**src/sv/hrlp_pkg.sv**
```systemverilog
`default_nettype none
// ----------------------------------------------------------------------------
// HTTP request line parser package
// Shared constants, types and helper functions of the request line parser.
// ----------------------------------------------------------------------------
package hrlp_pkg;

    localparam int MAX_LINE = 4096;
    localparam int POS_W = $clog2(MAX_LINE);
    localparam int PTR_W = POS_W + 1;
    localparam int OUT_W = 12;

    localparam int QUEUE_DEPTH = 2;
    localparam int QUEUE_AW = $clog2(QUEUE_DEPTH);
    localparam int QUEUE_CW = $clog2(QUEUE_DEPTH + 1);

    localparam logic [POS_W-1:0] POS_LAST = POS_W'(MAX_LINE - 1);

    localparam logic [7:0] CH_SP = 8'h20;
    localparam logic [7:0] CH_CR = 8'h0D;
    localparam logic [7:0] CH_LF = 8'h0A;
    localparam logic [7:0] CH_QMARK = 8'h3F;
    localparam logic [7:0] CH_SLASH = 8'h2F;
    localparam logic [7:0] CH_COLON = 8'h3A;

    localparam int NUM_METHODS = 5;

    localparam logic [2:0] METHOD_GET = 3'd0;
    localparam logic [2:0] METHOD_POST = 3'd1;
    localparam logic [2:0] METHOD_PUT = 3'd2;
    localparam logic [2:0] METHOD_DELETE = 3'd3;
    localparam logic [2:0] METHOD_HEAD = 3'd4;
    localparam logic [2:0] METHOD_UNKNOWN = 3'd5;

    localparam logic [7:0] METHOD_NAMES [NUM_METHODS][8] = '{
        '{8'h47, 8'h45, 8'h54, 8'h00, 8'h00, 8'h00, 8'h00, 8'h00},
        '{8'h50, 8'h4F, 8'h53, 8'h54, 8'h00, 8'h00, 8'h00, 8'h00},
        '{8'h50, 8'h55, 8'h54, 8'h00, 8'h00, 8'h00, 8'h00, 8'h00},
        '{8'h44, 8'h45, 8'h4C, 8'h45, 8'h54, 8'h45, 8'h00, 8'h00},
        '{8'h48, 8'h45, 8'h41, 8'h44, 8'h00, 8'h00, 8'h00, 8'h00}
    };
    localparam logic [2:0] METHOD_LENS [NUM_METHODS] = '{3'd3, 3'd4, 3'd3, 3'd6, 3'd4};

    typedef enum logic [1:0] {
        PH_METHOD,
        PH_URL,
        PH_REST,
        PH_DONE
    } hrlp_phase_t;

    typedef struct packed {
        logic [2:0]       method_code;
        logic             url_started;
        logic [PTR_W-1:0] url_begin;
        logic [PTR_W-1:0] url_end;
        logic             scheme_found;
        logic             sas_found;
        logic [POS_W-1:0] sas;
        logic             fs_found;
        logic [POS_W-1:0] fs;
        logic             q_found;
        logic [POS_W-1:0] q;
        logic             complete;
        logic             overflow;
        logic [POS_W-1:0] pos;
    } hrlp_rec_t;

    typedef struct packed {
        logic full;
        logic empty;
    } hrlp_qstat_t;

    function automatic logic [2:0] pick_method(input logic [NUM_METHODS-1:0] cand,
                                               input logic [2:0] len);
        logic [2:0] code;
        code = METHOD_UNKNOWN;
        for (int k = NUM_METHODS - 1; k >= 0; k--) begin
            if (cand[k] && (METHOD_LENS[k] == len))
            begin
                code = 3'(k);
            end
        end
        return code;
    endfunction

    function automatic logic [NUM_METHODS-1:0] method_filter(
        input logic [NUM_METHODS-1:0] cand,
        input logic [2:0] len,
        input logic [7:0] b
    );
        logic [NUM_METHODS-1:0] res;
        res = cand;
        for (int k = 0; k < NUM_METHODS; k++) begin
            if (len >= METHOD_LENS[k])
            begin
                res[k] = 1'b0;
            end
            else if (METHOD_NAMES[k][len] != b)
            begin
                res[k] = 1'b0;
            end
        end
        return res;
    endfunction

    function automatic logic [OUT_W-1:0] to_out(input logic [PTR_W-1:0] v);
        logic [31:0] w;
        w = 32'(v);
        return w[OUT_W-1:0];
    endfunction

endpackage
`default_nettype wire

```
**src/sv/hrlp_front.sv**
```systemverilog
`default_nettype none
// ----------------------------------------------------------------------------
// Request line parser front end
// Accepts one byte per transfer, tracks the parse phase and the positions of
// interest, and pushes a result record at the line end, overflow or buffer end.
// ----------------------------------------------------------------------------
module hrlp_front (
    input  wire logic                clk,
    input  wire logic                rst_n,
    input  wire logic                in_valid,
    input  wire logic [7:0]          data_byte,
    input  wire logic                end_of_buffer,
    input  wire hrlp_pkg::hrlp_qstat_t qstat,
    output logic                     push,
    output hrlp_pkg::hrlp_rec_t      rec
);

    hrlp_pkg::hrlp_phase_t phase_reg, phase_next;

    logic [hrlp_pkg::POS_W-1:0]       pos_reg, pos_next;
    logic [hrlp_pkg::NUM_METHODS-1:0] cand_reg, cand_next;
    logic [2:0]                       mlen_reg, mlen_next;
    logic [2:0]                       mcode_reg, mcode_next;
    logic                             url_started_reg, url_started_next;
    logic [hrlp_pkg::PTR_W-1:0]       url_begin_reg, url_begin_next;
    logic [hrlp_pkg::POS_W-1:0]       url_end_reg, url_end_next;
    logic [1:0]                       sprog_reg, sprog_next;
    logic                             scheme_found_reg, scheme_found_next;
    logic                             fs_found_reg, fs_found_next;
    logic [hrlp_pkg::POS_W-1:0]       fs_reg, fs_next;
    logic                             sas_found_reg, sas_found_next;
    logic [hrlp_pkg::POS_W-1:0]       sas_reg, sas_next;
    logic                             q_found_reg, q_found_next;
    logic [hrlp_pkg::POS_W-1:0]       q_reg, q_next;
    logic                             prev_cr_reg, prev_cr_next;

    logic accept;
    logic is_sp;
    logic is_cr;
    logic complete_w;
    logic overflow_w;
    logic active;
    logic emit;
    logic url_open;
    logic [hrlp_pkg::PTR_W-1:0] pos_plus1;

    assign accept = in_valid && !qstat.full;
    assign is_sp = (data_byte == hrlp_pkg::CH_SP);
    assign is_cr = (data_byte == hrlp_pkg::CH_CR);
    assign active = (phase_reg != hrlp_pkg::PH_DONE);
    assign complete_w = (phase_reg == hrlp_pkg::PH_REST) && (data_byte == hrlp_pkg::CH_LF)
                        && prev_cr_reg && !overflow_w;
    assign overflow_w = (pos_reg >= hrlp_pkg::POS_LAST);
    assign emit = active && (complete_w || overflow_w || end_of_buffer);
    assign push = accept && emit;
    assign url_open = ((phase_reg == hrlp_pkg::PH_URL) && !(is_sp || is_cr))
                      || ((phase_reg == hrlp_pkg::PH_METHOD) && is_sp);
    assign pos_plus1 = {1'b0, pos_reg} + hrlp_pkg::PTR_W'(1);

    always_comb
    begin
        phase_next = phase_reg;
        if (accept)
        begin
            case (phase_reg)
                hrlp_pkg::PH_METHOD:
                begin
                    if (is_sp)
                    begin
                        phase_next = hrlp_pkg::PH_URL;
                    end
                    else if (is_cr)
                    begin
                        phase_next = hrlp_pkg::PH_REST;
                    end
                end
                hrlp_pkg::PH_URL:
                begin
                    if (is_sp || is_cr)
                    begin
                        phase_next = hrlp_pkg::PH_REST;
                    end
                end
                hrlp_pkg::PH_REST:
                begin
                    phase_next = hrlp_pkg::PH_REST;
                end
                default:
                begin
                    phase_next = hrlp_pkg::PH_DONE;
                end
            endcase
            if (emit)
            begin
                phase_next = hrlp_pkg::PH_DONE;
            end
            if (end_of_buffer)
            begin
                phase_next = hrlp_pkg::PH_METHOD;
            end
        end
    end

    always_comb
    begin
        pos_next = pos_reg;
        cand_next = cand_reg;
        mlen_next = mlen_reg;
        mcode_next = mcode_reg;
        url_started_next = url_started_reg;
        url_begin_next = url_begin_reg;
        url_end_next = url_end_reg;
        sprog_next = sprog_reg;
        scheme_found_next = scheme_found_reg;
        fs_found_next = fs_found_reg;
        fs_next = fs_reg;
        sas_found_next = sas_found_reg;
        sas_next = sas_reg;
        q_found_next = q_found_reg;
        q_next = q_reg;
        prev_cr_next = prev_cr_reg;

        if (accept && active)
        begin
            case (phase_reg)
                hrlp_pkg::PH_METHOD:
                begin
                    if (is_sp)
                    begin
                        mcode_next = hrlp_pkg::pick_method(cand_reg, mlen_reg);
                        url_started_next = 1'b1;
                        url_begin_next = pos_plus1;
                    end
                    else if (is_cr)
                    begin
                        mcode_next = hrlp_pkg::METHOD_UNKNOWN;
                    end
                    else
                    begin
                        cand_next = hrlp_pkg::method_filter(cand_reg, mlen_reg, data_byte);
                        if (mlen_reg != 3'd7)
                        begin
                            mlen_next = mlen_reg + 3'd1;
                        end
                    end
                end
                hrlp_pkg::PH_URL:
                begin
                    if (is_sp || is_cr)
                    begin
                        url_end_next = pos_reg;
                    end
                    else
                    begin
                        if ((data_byte == hrlp_pkg::CH_QMARK) && !q_found_reg)
                        begin
                            q_found_next = 1'b1;
                            q_next = pos_reg;
                        end
                        if ((data_byte == hrlp_pkg::CH_SLASH) && !fs_found_reg)
                        begin
                            fs_found_next = 1'b1;
                            fs_next = pos_reg;
                        end
                        if ((data_byte == hrlp_pkg::CH_SLASH) && scheme_found_reg
                            && !sas_found_reg)
                        begin
                            sas_found_next = 1'b1;
                            sas_next = pos_reg;
                        end
                        if (!scheme_found_reg)
                        begin
                            if ((sprog_reg != 2'd0) && (data_byte == hrlp_pkg::CH_SLASH))
                            begin
                                if (sprog_reg == 2'd2)
                                begin
                                    scheme_found_next = 1'b1;
                                    sprog_next = 2'd0;
                                end
                                else
                                begin
                                    sprog_next = sprog_reg + 2'd1;
                                end
                            end
                            else
                            begin
                                sprog_next = (data_byte == hrlp_pkg::CH_COLON) ? 2'd1 : 2'd0;
                            end
                        end
                    end
                end
                default:
                begin
                end
            endcase
            prev_cr_next = is_cr;
            if (!emit)
            begin
                pos_next = pos_reg + hrlp_pkg::POS_W'(1);
            end
        end

        rec.method_code = mcode_next;
        rec.url_started = url_started_next;
        rec.url_begin = url_begin_next;
        rec.url_end = url_open ? pos_plus1 : {1'b0, url_end_next};
        rec.scheme_found = scheme_found_next;
        rec.sas_found = sas_found_next;
        rec.sas = sas_next;
        rec.fs_found = fs_found_next;
        rec.fs = fs_next;
        rec.q_found = q_found_next;
        rec.q = q_next;
        rec.complete = complete_w;
        rec.overflow = overflow_w;
        rec.pos = pos_reg;

        if (accept && end_of_buffer)
        begin
            pos_next = '0;
            cand_next = '1;
            mlen_next = 3'd0;
            mcode_next = hrlp_pkg::METHOD_UNKNOWN;
            url_started_next = 1'b0;
            url_begin_next = '0;
            url_end_next = '0;
            sprog_next = 2'd0;
            scheme_found_next = 1'b0;
            fs_found_next = 1'b0;
            fs_next = '0;
            sas_found_next = 1'b0;
            sas_next = '0;
            q_found_next = 1'b0;
            q_next = '0;
            prev_cr_next = 1'b0;
        end
    end

    always_ff @(posedge clk or negedge rst_n)
    begin
        if (!rst_n)
        begin
            phase_reg <= hrlp_pkg::PH_METHOD;
            pos_reg <= '0;
            cand_reg <= '1;
            mlen_reg <= 3'd0;
            mcode_reg <= hrlp_pkg::METHOD_UNKNOWN;
            url_started_reg <= 1'b0;
            url_begin_reg <= '0;
            url_end_reg <= '0;
            sprog_reg <= 2'd0;
            scheme_found_reg <= 1'b0;
            fs_found_reg <= 1'b0;
            fs_reg <= '0;
            sas_found_reg <= 1'b0;
            sas_reg <= '0;
            q_found_reg <= 1'b0;
            q_reg <= '0;
            prev_cr_reg <= 1'b0;
        end
        else
        begin
            phase_reg <= phase_next;
            pos_reg <= pos_next;
            cand_reg <= cand_next;
            mlen_reg <= mlen_next;
            mcode_reg <= mcode_next;
            url_started_reg <= url_started_next;
            url_begin_reg <= url_begin_next;
            url_end_reg <= url_end_next;
            sprog_reg <= sprog_next;
            scheme_found_reg <= scheme_found_next;
            fs_found_reg <= fs_found_next;
            fs_reg <= fs_next;
            sas_found_reg <= sas_found_next;
            sas_reg <= sas_next;
            q_found_reg <= q_found_next;
            q_reg <= q_next;
            prev_cr_reg <= prev_cr_next;
        end
    end

    // A result without the end of the buffer leaves the parser waiting for it.
    assert property (@(posedge clk) disable iff (!rst_n)
        (push && !end_of_buffer) |=> (phase_reg == hrlp_pkg::PH_DONE))
        else $error("front: phase not done after a result");

    // Once a result is out, nothing more is pushed until the buffer ends.
    assert property (@(posedge clk) disable iff (!rst_n)
        (phase_reg == hrlp_pkg::PH_DONE) |-> !push)
        else $error("front: push while waiting for end of buffer");

endmodule
`default_nettype wire

```
**src/sv/hrlp_queue.sv**
```systemverilog
`default_nettype none
// ----------------------------------------------------------------------------
// Request line parser result queue
// A short queue of result records between the front end and the back end.
// ----------------------------------------------------------------------------
module hrlp_queue (
    input  wire logic                  clk,
    input  wire logic                  rst_n,
    input  wire logic                  push,
    input  wire hrlp_pkg::hrlp_rec_t   wr_rec,
    input  wire logic                  pop,
    output hrlp_pkg::hrlp_rec_t        rd_rec,
    output hrlp_pkg::hrlp_qstat_t      qstat
);

    hrlp_pkg::hrlp_rec_t mem [hrlp_pkg::QUEUE_DEPTH];

    logic [hrlp_pkg::QUEUE_AW-1:0] wr_ptr_reg, wr_ptr_next;
    logic [hrlp_pkg::QUEUE_AW-1:0] rd_ptr_reg, rd_ptr_next;
    logic [hrlp_pkg::QUEUE_CW-1:0] count_reg, count_next;

    localparam logic [hrlp_pkg::QUEUE_AW-1:0] PTR_LAST =
        hrlp_pkg::QUEUE_AW'(hrlp_pkg::QUEUE_DEPTH - 1);
    localparam logic [hrlp_pkg::QUEUE_CW-1:0] COUNT_FULL =
        hrlp_pkg::QUEUE_CW'(hrlp_pkg::QUEUE_DEPTH);

    assign qstat.full = (count_reg == COUNT_FULL);
    assign qstat.empty = (count_reg == '0);
    assign rd_rec = mem[rd_ptr_reg];

    always_comb
    begin
        wr_ptr_next = wr_ptr_reg;
        rd_ptr_next = rd_ptr_reg;
        count_next = count_reg;
        if (push)
        begin
            wr_ptr_next = (wr_ptr_reg == PTR_LAST) ? '0 : wr_ptr_reg + hrlp_pkg::QUEUE_AW'(1);
        end
        if (pop)
        begin
            rd_ptr_next = (rd_ptr_reg == PTR_LAST) ? '0 : rd_ptr_reg + hrlp_pkg::QUEUE_AW'(1);
        end
        if (push && !pop)
        begin
            count_next = count_reg + hrlp_pkg::QUEUE_CW'(1);
        end
        else if (pop && !push)
        begin
            count_next = count_reg - hrlp_pkg::QUEUE_CW'(1);
        end
    end

    always_ff @(posedge clk)
    begin
        if (push)
        begin
            mem[wr_ptr_reg] <= wr_rec;
        end
    end

    always_ff @(posedge clk or negedge rst_n)
    begin
        if (!rst_n)
        begin
            wr_ptr_reg <= '0;
            rd_ptr_reg <= '0;
            count_reg <= '0;
        end
        else
        begin
            wr_ptr_reg <= wr_ptr_next;
            rd_ptr_reg <= rd_ptr_next;
            count_reg <= count_next;
        end
    end

    assert property (@(posedge clk) disable iff (!rst_n)
        push |-> !qstat.full)
        else $error("queue: push while full");

    assert property (@(posedge clk) disable iff (!rst_n)
        pop |-> !qstat.empty)
        else $error("queue: pop while empty");

endmodule
`default_nettype wire

```
**src/sv/hrlp_back.sv**
```systemverilog
`default_nettype none
// ----------------------------------------------------------------------------
// Request line parser back end
// Turns a result record into URL, path, query and header fields and holds
// them in the output register until the transfer completes.
// ----------------------------------------------------------------------------
module hrlp_back (
    input  wire logic                clk,
    input  wire logic                rst_n,
    input  wire hrlp_pkg::hrlp_rec_t rec,
    input  wire hrlp_pkg::hrlp_qstat_t qstat,
    output logic                     pop,
    input  wire logic                out_stall,
    output logic                     out_valid,
    output logic [2:0]               method_code,
    output logic [11:0]              url_offset,
    output logic [11:0]              url_length,
    output logic [11:0]              path_offset,
    output logic [11:0]              path_length,
    output logic                     path_is_default,
    output logic [11:0]              query_offset,
    output logic [11:0]              query_length,
    output logic [11:0]              header_offset,
    output logic                     line_complete,
    output logic                     line_overflow
);

    logic out_valid_reg, out_valid_next;

    logic [2:0]  method_code_reg;
    logic [11:0] url_offset_reg, url_offset_next;
    logic [11:0] url_length_reg, url_length_next;
    logic [11:0] path_offset_reg, path_offset_next;
    logic [11:0] path_length_reg, path_length_next;
    logic        path_is_default_reg, path_is_default_next;
    logic [11:0] query_offset_reg, query_offset_next;
    logic [11:0] query_length_reg, query_length_next;
    logic [11:0] header_offset_reg, header_offset_next;
    logic        line_complete_reg;
    logic        line_overflow_reg;

    logic                       have_start;
    logic [hrlp_pkg::PTR_W-1:0] start;
    logic [hrlp_pkg::PTR_W-1:0] qpos;
    logic [hrlp_pkg::PTR_W-1:0] pend;
    logic [hrlp_pkg::PTR_W-1:0] qoff;

    assign pop = !qstat.empty && (!out_valid_reg || !out_stall);

    always_comb
    begin
        out_valid_next = out_valid_reg;
        if (pop)
        begin
            out_valid_next = 1'b1;
        end
        else if (!out_stall)
        begin
            out_valid_next = 1'b0;
        end
    end

    always_comb
    begin
        have_start = rec.scheme_found ? rec.sas_found : rec.fs_found;
        start = rec.scheme_found ? {1'b0, rec.sas} : {1'b0, rec.fs};
        qpos = {1'b0, rec.q};
        pend = (rec.q_found && (qpos >= start)) ? qpos : rec.url_end;
        qoff = qpos + hrlp_pkg::PTR_W'(1);

        url_offset_next = '0;
        url_length_next = '0;
        path_offset_next = '0;
        path_length_next = 12'd1;
        path_is_default_next = 1'b1;
        query_offset_next = '0;
        query_length_next = '0;
        if (rec.url_started)
        begin
            url_offset_next = hrlp_pkg::to_out(rec.url_begin);
            url_length_next = hrlp_pkg::to_out(rec.url_end - rec.url_begin);
            if (have_start)
            begin
                path_is_default_next = 1'b0;
                path_offset_next = hrlp_pkg::to_out(start);
                path_length_next = hrlp_pkg::to_out(pend - start);
            end
            if (rec.q_found)
            begin
                query_offset_next = hrlp_pkg::to_out(qoff);
                query_length_next = hrlp_pkg::to_out(rec.url_end - qoff);
            end
        end
        header_offset_next = rec.complete
            ? hrlp_pkg::to_out({1'b0, rec.pos} + hrlp_pkg::PTR_W'(1)) : '0;
    end

    always_ff @(posedge clk)
    begin
        if (pop)
        begin
            method_code_reg <= rec.method_code;
            url_offset_reg <= url_offset_next;
            url_length_reg <= url_length_next;
            path_offset_reg <= path_offset_next;
            path_length_reg <= path_length_next;
            path_is_default_reg <= path_is_default_next;
            query_offset_reg <= query_offset_next;
            query_length_reg <= query_length_next;
            header_offset_reg <= header_offset_next;
            line_complete_reg <= rec.complete;
            line_overflow_reg <= rec.overflow;
        end
    end

    always_ff @(posedge clk or negedge rst_n)
    begin
        if (!rst_n)
        begin
            out_valid_reg <= 1'b0;
        end
        else
        begin
            out_valid_reg <= out_valid_next;
        end
    end

    assign out_valid = out_valid_reg;
    assign method_code = method_code_reg;
    assign url_offset = url_offset_reg;
    assign url_length = url_length_reg;
    assign path_offset = path_offset_reg;
    assign path_length = path_length_reg;
    assign path_is_default = path_is_default_reg;
    assign query_offset = query_offset_reg;
    assign query_length = query_length_reg;
    assign header_offset = header_offset_reg;
    assign line_complete = line_complete_reg;
    assign line_overflow = line_overflow_reg;

    // A result held under stall is never replaced by the next one.
    assert property (@(posedge clk) disable iff (!rst_n)
        (out_valid_reg && out_stall) |-> !pop)
        else $error("back: result overwritten while stalled");

endmodule
`default_nettype wire

```
**src/sv/http_request_line_parser_top.sv**
```systemverilog
`default_nettype none
// ----------------------------------------------------------------------------
// HTTP request line parser
// Parses the request line of an HTTP request that arrives one byte per
// transfer, and reports the method, URL, path, query and header offsets.
//
// The input channel takes one byte and an end_of_buffer flag per transfer.
// The output channel gives at most one result per buffer: at the CRLF that
// ends the request line, when the line reaches its maximum length, or at the
// last byte of the buffer. Later bytes of the buffer give no result.
// A byte is taken every cycle while in_stall is low. The record of a result
// enters the result queue at the transfer of the byte that caused it, and its
// fields are computed into the output register when the output stage takes
// the record from the queue. The two-entry queue between the parser and the
// output stage lets bytes keep flowing while out_stall holds a result; in_stall
// rises only when the queue holds two results. After reset the parser expects
// the first byte of a new buffer and the output channel is empty.
// ----------------------------------------------------------------------------
module http_request_line_parser_top (
    input  wire logic        clk,
    input  wire logic        rst_n,
    input  wire logic        in_valid,
    output logic             in_stall,
    input  wire logic [7:0]  data_byte,
    input  wire logic        end_of_buffer,
    output logic             out_valid,
    input  wire logic        out_stall,
    output logic [2:0]       method_code,
    output logic [11:0]      url_offset,
    output logic [11:0]      url_length,
    output logic [11:0]      path_offset,
    output logic [11:0]      path_length,
    output logic             path_is_default,
    output logic [11:0]      query_offset,
    output logic [11:0]      query_length,
    output logic [11:0]      header_offset,
    output logic             line_complete,
    output logic             line_overflow
);

    hrlp_pkg::hrlp_qstat_t qstat;
    hrlp_pkg::hrlp_rec_t   wr_rec;
    hrlp_pkg::hrlp_rec_t   rd_rec;
    logic                  push;
    logic                  pop;

    assign in_stall = qstat.full;

    hrlp_front u_front (
        .clk           (clk),
        .rst_n         (rst_n),
        .in_valid      (in_valid),
        .data_byte     (data_byte),
        .end_of_buffer (end_of_buffer),
        .qstat         (qstat),
        .push          (push),
        .rec           (wr_rec)
    );

    hrlp_queue u_queue (
        .clk    (clk),
        .rst_n  (rst_n),
        .push   (push),
        .wr_rec (wr_rec),
        .pop    (pop),
        .rd_rec (rd_rec),
        .qstat  (qstat)
    );

    hrlp_back u_back (
        .clk             (clk),
        .rst_n           (rst_n),
        .rec             (rd_rec),
        .qstat           (qstat),
        .pop             (pop),
        .out_stall       (out_stall),
        .out_valid       (out_valid),
        .method_code     (method_code),
        .url_offset      (url_offset),
        .url_length      (url_length),
        .path_offset     (path_offset),
        .path_length     (path_length),
        .path_is_default (path_is_default),
        .query_offset    (query_offset),
        .query_length    (query_length),
        .header_offset   (header_offset),
        .line_complete   (line_complete),
        .line_overflow   (line_overflow)
    );

endmodule
`default_nettype wire
```
**config.mk**
```make
export PLATFORM = sky130hd
export DESIGN_NAME = http_request_line_parser_top
export DESIGN_NICKNAME = d
export VERILOG_FILES = /design/src/sv/hrlp_pkg.sv /design/src/sv/hrlp_front.sv /design/src/sv/hrlp_queue.sv /design/src/sv/hrlp_back.sv /design/src/sv/http_request_line_parser_top.sv
export SDC_FILE = /design/constraint.sdc
export NUM_CORES = 1
export LEC_CHECK = 0
export BUFFER_PORTS_ARGS = -buffer_cell sky130_fd_sc_hd__buf_2
export CAP_MARGIN = 20
export CORE_ASPECT_RATIO = 2
export CORE_UTILIZATION = 35
export CTS_CLUSTER_SIZE = 24
export DETAILED_ROUTE_END_ITERATION = 7
export MAX_ROUTING_LAYER = met4
export PLACE_DENSITY = 0.63
export SLEW_MARGIN = 20
export SYNTH_ARGS = -nofsm -noshare
export SYNTH_HDL_FRONTEND = slang
export SYNTH_SLANG_ARGS = --single-unit
```
**constraint.sdc**
```tcl
create_clock -name clk -period 17.7 [get_ports clk]
set_input_delay 3.54 -clock clk [delete_from_list [all_inputs] [get_ports clk]]
set_output_delay 3.54 -clock clk [all_outputs]
set_load 0.005 [all_outputs]
```
## Yosys cells after proc, flatten, opt, wreduce, memory -nomap -nowiden

Memory sizes are Yosys's and may differ from the RTL's.
Index checks and enable logic that the tools add are counted.

- Bits in registers: 189
- Output and inout port bits: 92
- Word-level logic and storage cells: 276
- Memories: 6
- Bits in read-only memories: 320
- Input port bits: 13
- Memory bits (writable): 168

- Equal/unequal tests: 28
- Multiplexer cells: 122
- Order comparisons: 6
- Bitwise logic cells: 1
- Reduce and logical (&&, ||, !) cells: 64
- Add/sub/neg operators: 13

Memory list:

| memory | words | bits a word | read ports | clocked after Yosys merged registers in | write ports | line | RTL |
|---|---|---|---|---|---|---|---|
| u_queue.mem | 2 | 84 | 1 | 0 | 1 | hrlp_queue.sv:16 | `hrlp_pkg::hrlp_rec_t mem [hrlp_pkg::QUEUE_DEPTH];` |
| (name not given) | 8 | 8 | 1 | 0 | 0 | hrlp_pkg.sv:98 | `else if (METHOD_NAMES[k][len] != b)` |
| (name not given) | 8 | 8 | 1 | 0 | 0 | hrlp_pkg.sv:98 |  |
| (name not given) | 8 | 8 | 1 | 0 | 0 | hrlp_pkg.sv:98 |  |
| (name not given) | 8 | 8 | 1 | 0 | 0 | hrlp_pkg.sv:98 |  |
| (name not given) | 8 | 8 | 1 | 0 | 0 | hrlp_pkg.sv:98 |  |

Operators by type and width:

| operator | count |
|---|---|
| 2-to-1 mux 12 bit | 24 |
| 2-to-1 mux 8 bit | 10 |
| 2-to-1 mux 13 bit | 5 |
| 2-to-1 mux 1 bit | 48 |
| 2-to-1 mux 3 bit | 15 |
| inequality test 8 bit | 5 |
| adder 12 x 1 -> 12 bit, second input constant | 3 |
| subtractor 12 bit | 3 |
| equality test 8 x 6 -> 1 bit, second input constant | 4 |
| AND reduction 5 bit | 6 |
| 2-to-1 mux 2 bit | 14 |
| 2-to-1 mux 5 bit | 5 |
| logical AND 1 bit | 24 |
| equality test 8 x 4 -> 1 bit, second input constant | 2 |
| nonzero test 3 bit | 5 |
| adder 12 x 1 -> 13 bit, second input constant | 1 |
| greater-or-equal comparator 12 x 13 -> 1 bit | 1 |
| greater-or-equal comparator 12 bit, second input constant | 1 |
| inequality test 2 bit, second input constant | 6 |
| nonzero test 2 bit | 6 |
| logical NOT 1 bit | 11 |
| equality test 2 bit, second input constant | 3 |
| equality test 3 bit, first input constant | 2 |
| greater-or-equal comparator 3 bit, second input constant | 2 |
| other kinds (19) | 28 |

## Logic depth before layout (Yosys ltp)

- Depth after elaboration: 12
- Gate-level depth with buffers: 26
- Depth with buffers taken out: 20

## Cells and area by module

A second synthesis with hierarchy kept.

- Cells, all modules: 1,306
- Area total of the unflattened synthesis: 17,148.9 um^2

By module, submodules not included:

| module | sequential area each (um^2) | cells an instance | area each (um^2) | instances |
|---|---|---|---|---|
| hrlp_queue | 5,144.9 | 277 | 6,256.0 | 1 |
| hrlp_back | 2,727.6 | 491 | 5,557.8 | 1 |
| hrlp_front | 2,361.0 | 538 | 5,335.1 | 1 |

## Worst setup path before layout

No wires, ideal clock.

- Path type: in2reg
- Start: input data_byte[3]
- End: memory u_queue.mem[0][0] (netlist name) (enable)
- Library setup time: 0.623 ns
- Setup slack: 7.082 ns
- Arrival: 9.995 ns
- Cell stages on the path: 5
- Required time: 17.077 ns
- Buffers on the path: 1
- Path through: clkbuf_1 nor4bb_1 nand4_1 o211a_1 nor3_1

- Cells in the longest elaborated chain, start to end: 10

Ends and longest elaborated chain:

| element | line | RTL |
|---|---|---|
| from (decl) | http_request_line_parser_top.sv:24 | `input wire logic [7:0] data_byte,` |
| equality test 8 x 4 -> 1 bit | hrlp_front.sv:51 | `assign complete_w = (phase_reg == hrlp_pkg::PH_REST) && (data_byte == hrlp_pkg::CH_LF)` |
| logical AND 1 bit | hrlp_front.sv:51 |  |
| logical AND 1 bit (2 in series) | hrlp_front.sv:52 | `&& prev_cr_reg && !overflow_w;` |
| logical OR 1 bit (2 in series) | hrlp_front.sv:54 | `assign emit = active && (complete_w \|\| overflow_w \|\| end_of_buffer);` |
| logical AND 1 bit | hrlp_front.sv:54 |  |
| logical AND 1 bit | hrlp_front.sv:55 | `assign push = accept && emit;` |
| 2-to-1 mux 1 bit | hrlp_queue.sv:56 | `if (push)` |
| 2-to-1 mux 1 bit (not written as such) | hrlp_queue.sv:58 | `mem[wr_ptr_reg] <= wr_rec;` |
| to (decl) | hrlp_queue.sv:16 |  |

No other way between the ends.

## Worst setup path after layout

- Start: memory u_queue.mem[0][53] (netlist name)
- End: register u_back.path_length_reg[10], in the netlist u_back.path_length[10], data pin

- Cells in the longest elaborated chain, start to end: 6
- Elaborated cells between the ends (all ways): 8
- Classes of those cells: add/sub: 1; order compare: 1; mux: 3; reduce/logical: 2; memory: 1

Ends and longest elaborated chain:

| element | line | RTL |
|---|---|---|
| memory (2 x 84 bit) (*) | -- |  |
| 2-to-1 mux 12 bit | hrlp_back.sv:66 | `start = rec.scheme_found ? {1'b0, rec.sas} : {1'b0, rec.fs};` |
| greater-or-equal comparator 12 x 13 -> 1 bit | hrlp_back.sv:68 | `pend = (rec.q_found && (qpos >= start)) ? qpos : rec.url_end;` |
| logical AND 1 bit | hrlp_back.sv:68 |  |
| 2-to-1 mux 12 bit | hrlp_back.sv:68 |  |
| subtractor 12 bit | hrlp_back.sv:86 | `path_length_next = hrlp_pkg::to_out(pend - start);` |
| to (signal assigned) | hrlp_back.sv:106 | `path_length_reg <= path_length_next;` |
| to (decl) | hrlp_back.sv:34 | `logic [11:0] path_length_reg, path_length_next;` |

Mark *: on every way between the ends. The rest lies on a longest branch, timed or not.
A chain may end at the register's enable or synchronous reset.

==> flow_metrics.tcl <==
set metrics [dict create \
    run_status "finished, final reports clean" \
    core_mm2 0.0475 \
    critPathLaunchType "flop" \
    number_of_global_route_vias_before_repair 10915 \
    grt_antenna_before_repair 0 \
    synth_edf_count 254 \
    timing.fmax_mhz 155 \
    timing_worst_slew_pin_value_ns 1.05 \
    start_util 0.355 \
    cpMaxStageDelayCell "edfxtp_1" \
    skew_final_ns 0.0214 \
    highest-signal-layer "met4" \
    crit_buf_inv 1 \
    timing.reg2reg.worst_path_depth 19 \
    fp.dieArea_mm2 0.0491 \
    drtPass1Iterations 5 \
    register_area_share_after_synthesis 0.598 \
    cp-end-kind "flop" \
    detail_route.iter0.violations 510 \
    worstReg2RegStart "u_queue.mem[0][53]$_DFFE_PP_" \
    commonest_non_fill_non_tap_cells_in_the_layout "edfxtp_1, nor2_1, buf_2, nand2_1, dfrtp_1" \
    fin_total_pwr_uw 3100 \
    num_io_pins 105 \
    grt_setup_unrepaired "no" \
    routed-via-count 10631 \
    synthesis.area_per_instance_um2 12.3 \
    postSynthCellCount 1375 \
    grt_start_max_net_pins 67 \
    post_cts_resized 0 \
    antenna_violating_nets_post_route 0 \
    final_common_cell "edfxtp_1" \
    post_route_cells_drive_above_1_share 0.188 \
    critPathRequiredTime_ns 17.97 \
    drv_cap 0 \
    power_density_mw_per_mm2 162 \
    detail_route.drc_violations 0 \
    largest_delay_contributor_family_on_the_critical_path "compound AO/OA/AOI/OAI gates" \
    endpoint_arrival_time_on_the_critical_path_ns 6.70 \
    detailed_place_hpwl_um 28400 \
    placementRows 113 \
    clk_pin_slew_worst_paths_ns 0.06 \
    crit_chain "mux2_2, o21ai_0, ha_1, a211oi_1, nor3_1, or4b_1, o31ai_2, nand2_1, o21ai_0, ha_1, inv_1, fa_1, a21o_1, a21oi_1, o21bai_1, a2111o_1, a41oi_1, xor2_1, nor2_1" \
    wl_per_cell_um 18.9 \
    crit_fanout 14 \
    die_height_um 312 \
    avgViaCountPerCell 5.02 \
    static-leakage-power_uw 0.00771 \
    grt_overflow 0 \
    final-hold-violation-count 0 \
    crit_path_max_incr_delay_ns 0.88 \
    registers.top_by_ff_count "u_queue.mem" \
    synth-async-reset-ratio 0.278 \
    cts-buffers-inserted 34 \
    clock_tree_from_tritoncts "yes" \
    yosysWarningCount 0 \
    clock-sinks 352 \
    final-max-slew-violation-count 0 \
    max_reg_flops 164 \
    cts-root-to-sink-buffers 3 \
    final_nets 1538 \
    holdPathEnd "u_front.cand_reg[4]$_DFFE_PN1P_" \
    grt_usage 0.173 \
    met1_length_um 14600 \
    portBuffers 104 \
    r2r_setup_slack_ns 11.27 \
    worstHoldPathType "flop to flop" \
    hold_depth 2 \
    remaining_max_slew_budget_at_the_tightest_pin 0.299 \
    hp-start "u_front.cand_reg[4]$_DFFE_PN1P_" \
    syn_area_mm2 0.0169 \
    n_fill_cell 4505 \
    flow.area_growth_from_synthesis_pct 13.5 \
    grt_first_pass_wirelength_um 62000 \
    setup_viol 0 \
    peakVddDrop_uv 72.2 \
    synth_fp_nets 1451 \
    gp_routability_congestion 0.862 \
    cts-root-buf "clkbuf_16" \
    total_negative_setup_slacks_ns 0 \
    insertedDiodeCount 0 \
    routed_wirelength_um 40100 \
    synth.ff_latch_count 352 \
    postCtsHoldBufs 0 \
    synthFlopType "edfxtp_1" \
    detailroute.wirelength.met3_um 1240 \
    cts.htree.levels 2 \
    worstSetupPathType "flop to flop" \
    postCtsSetupBuffers 0 \
    r2r_end "u_back.path_length[10]$_SDFFCE_PN0P_" \
    fin_crit_sh 0.364 \
    die_w_um 157 \
    dr_wl_met2_um 22100 \
    layout_min_cycle_time_ns 6.43 \
    worstSkewPairLatency_ns 0.53 \
    synth_cell_types 65 \
]
-- metrics by stage --
step / util / instance area [µm²] / std cells / worst slack, ns / hold WS [ns]
after floorplan: - / 16900 / 1375 / 7.08 / 0.440
after global placement: 0.379 / 18000 / 2057 / 11.35 / 0.468
after detailed placement: 0.379 / 18000 / 2057 / 11.27 / 0.473
after CTS: 0.403 / 19100 / 2118 / 11.31 / 0.483
after global routing: 0.403 / 19100 / 2119 / 10.99 / 0.511
final: 0.403 / 19100 / 2119 / 11.27 / 0.479
-- cell usage after synthesis, types with 4 or more instances --
cell,instances,area [µm²]
dfrtp_1,91,2280
o211ai_1,4,30.0
clkbuf_1,45,169
a31oi_1,11,68.8
mux2i_1,47,470
nor3_1,34,170
a211oi_1,12,90.1
nand2_1,99,372
inv_1,42,158
mux2_4,20,300
nand3_1,28,140
mux2_2,59,664
or3_1,5,31.3
a21o_1,12,90.1
buf_2,18,90.1
o21ai_0,77,385
nor2b_1,20,125
ha_1,60,751
nor2_1,125,469
a21oi_1,57,285
edfxtp_1,254,7630
o21a_1,5,37.5
or2_2,9,56.3
a32o_1,5,50.1
xor2_1,22,193
or4_1,4,30.0
nand2b_1,13,81.3
xnor2_1,39,342
and2_1,66,413
a221o_1,4,40.0
and3_1,12,75.1
nor4_1,5,31.3
o31ai_1,9,67.6
dfstp_2,7,184
-- layout make-up --
type | count | area (µm²) | share of cell area
flip-flops and latches | 352 | 10100 | 0.527
multi-input cells | 911 | 6340 | 0.331
clock buffers | 47 | 951 | 0.0497
well taps | 632 | 791 | 0.0413
repair buffers | 121 | 648 | 0.0339
clock inverters | 14 | 161 | 0.00843
inverters | 42 | 159 | 0.00830
-- power breakdown --
| part | total, µW | switching, µW | internal, µW | leakage, µW |
|---|---|---|---|---|
| clock network | 729 | 306 | 423 | 0.000550 |
| logic | 1170 | 706 | 469 | 0.00341 |
| registers | 1200 | 83.3 | 1120 | 0.00375 |
| total | 3100 | 1100 | 2010 | 0.00771 |
-- worst reg2reg max path: stages, from the launching register on --
cell      delay [ns]
edfxtp_1        0.88
mux2_2          0.42
o21ai_0         0.80
ha_1            0.40
a211oi_1        0.27
nor3_1          0.09
or4b_1          0.52
o31ai_2         0.40
nand2_1         0.08
o21ai_0         0.18
ha_1            0.25
inv_1           0.06
fa_1            0.39
a21o_1          0.17
a21oi_1         0.22
o21bai_1        0.12
a2111o_1        0.45
a41oi_1         0.25
xor2_1          0.18
nor2_1          0.05
-- layer usage --
layer	up-vias	track usage
met2	268	0.322
met3	84	0.0169
met4	0	0.0942
met1	5161	0.172
met5	-	-
li1	5118	-
-- cells by family (layout without fill, tap and decap cells) --
kind of cell | Yosys count | count (layout) | synth area share
and+or+nand+nor | 440 | 440 | 0.128
DFF | 352 | 352 | 0.598
muxes | 126 | 126 | 0.0851
buffers and inverters | 112 | 224 | 0.0276
xor gates and xnor gates | 61 | 61 | 0.0317
AOI/OAI and AO/OA | 221 | 221 | 0.0814
adders and majority gates | 63 | 63 | 0.0481
-- worst max-delay path by stage --
stage                                       startpoint                              endpoint  cells past startpoint
final                     u_queue.mem[0][53]$_DFFE_PP_  u_back.path_length[10]$_SDFFCE_PN0P_                     19
after global routing      u_queue.mem[0][53]$_DFFE_PP_  u_back.path_length[10]$_SDFFCE_PN0P_                     19
after CTS                 u_queue.mem[0][53]$_DFFE_PP_  u_back.path_length[10]$_SDFFCE_PN0P_                     19
after detailed placement                  data_byte[4]          u_front.sas_reg[5]$_DFF_PN0_                      8
after global placement                    data_byte[4]          u_front.sas_reg[6]$_DFF_PN0_                      8
after floorplan                           data_byte[3]           u_queue.mem[0][0]$_DFFE_PP_                      5
No activity file was read; power rests on OpenSTA's default activity.
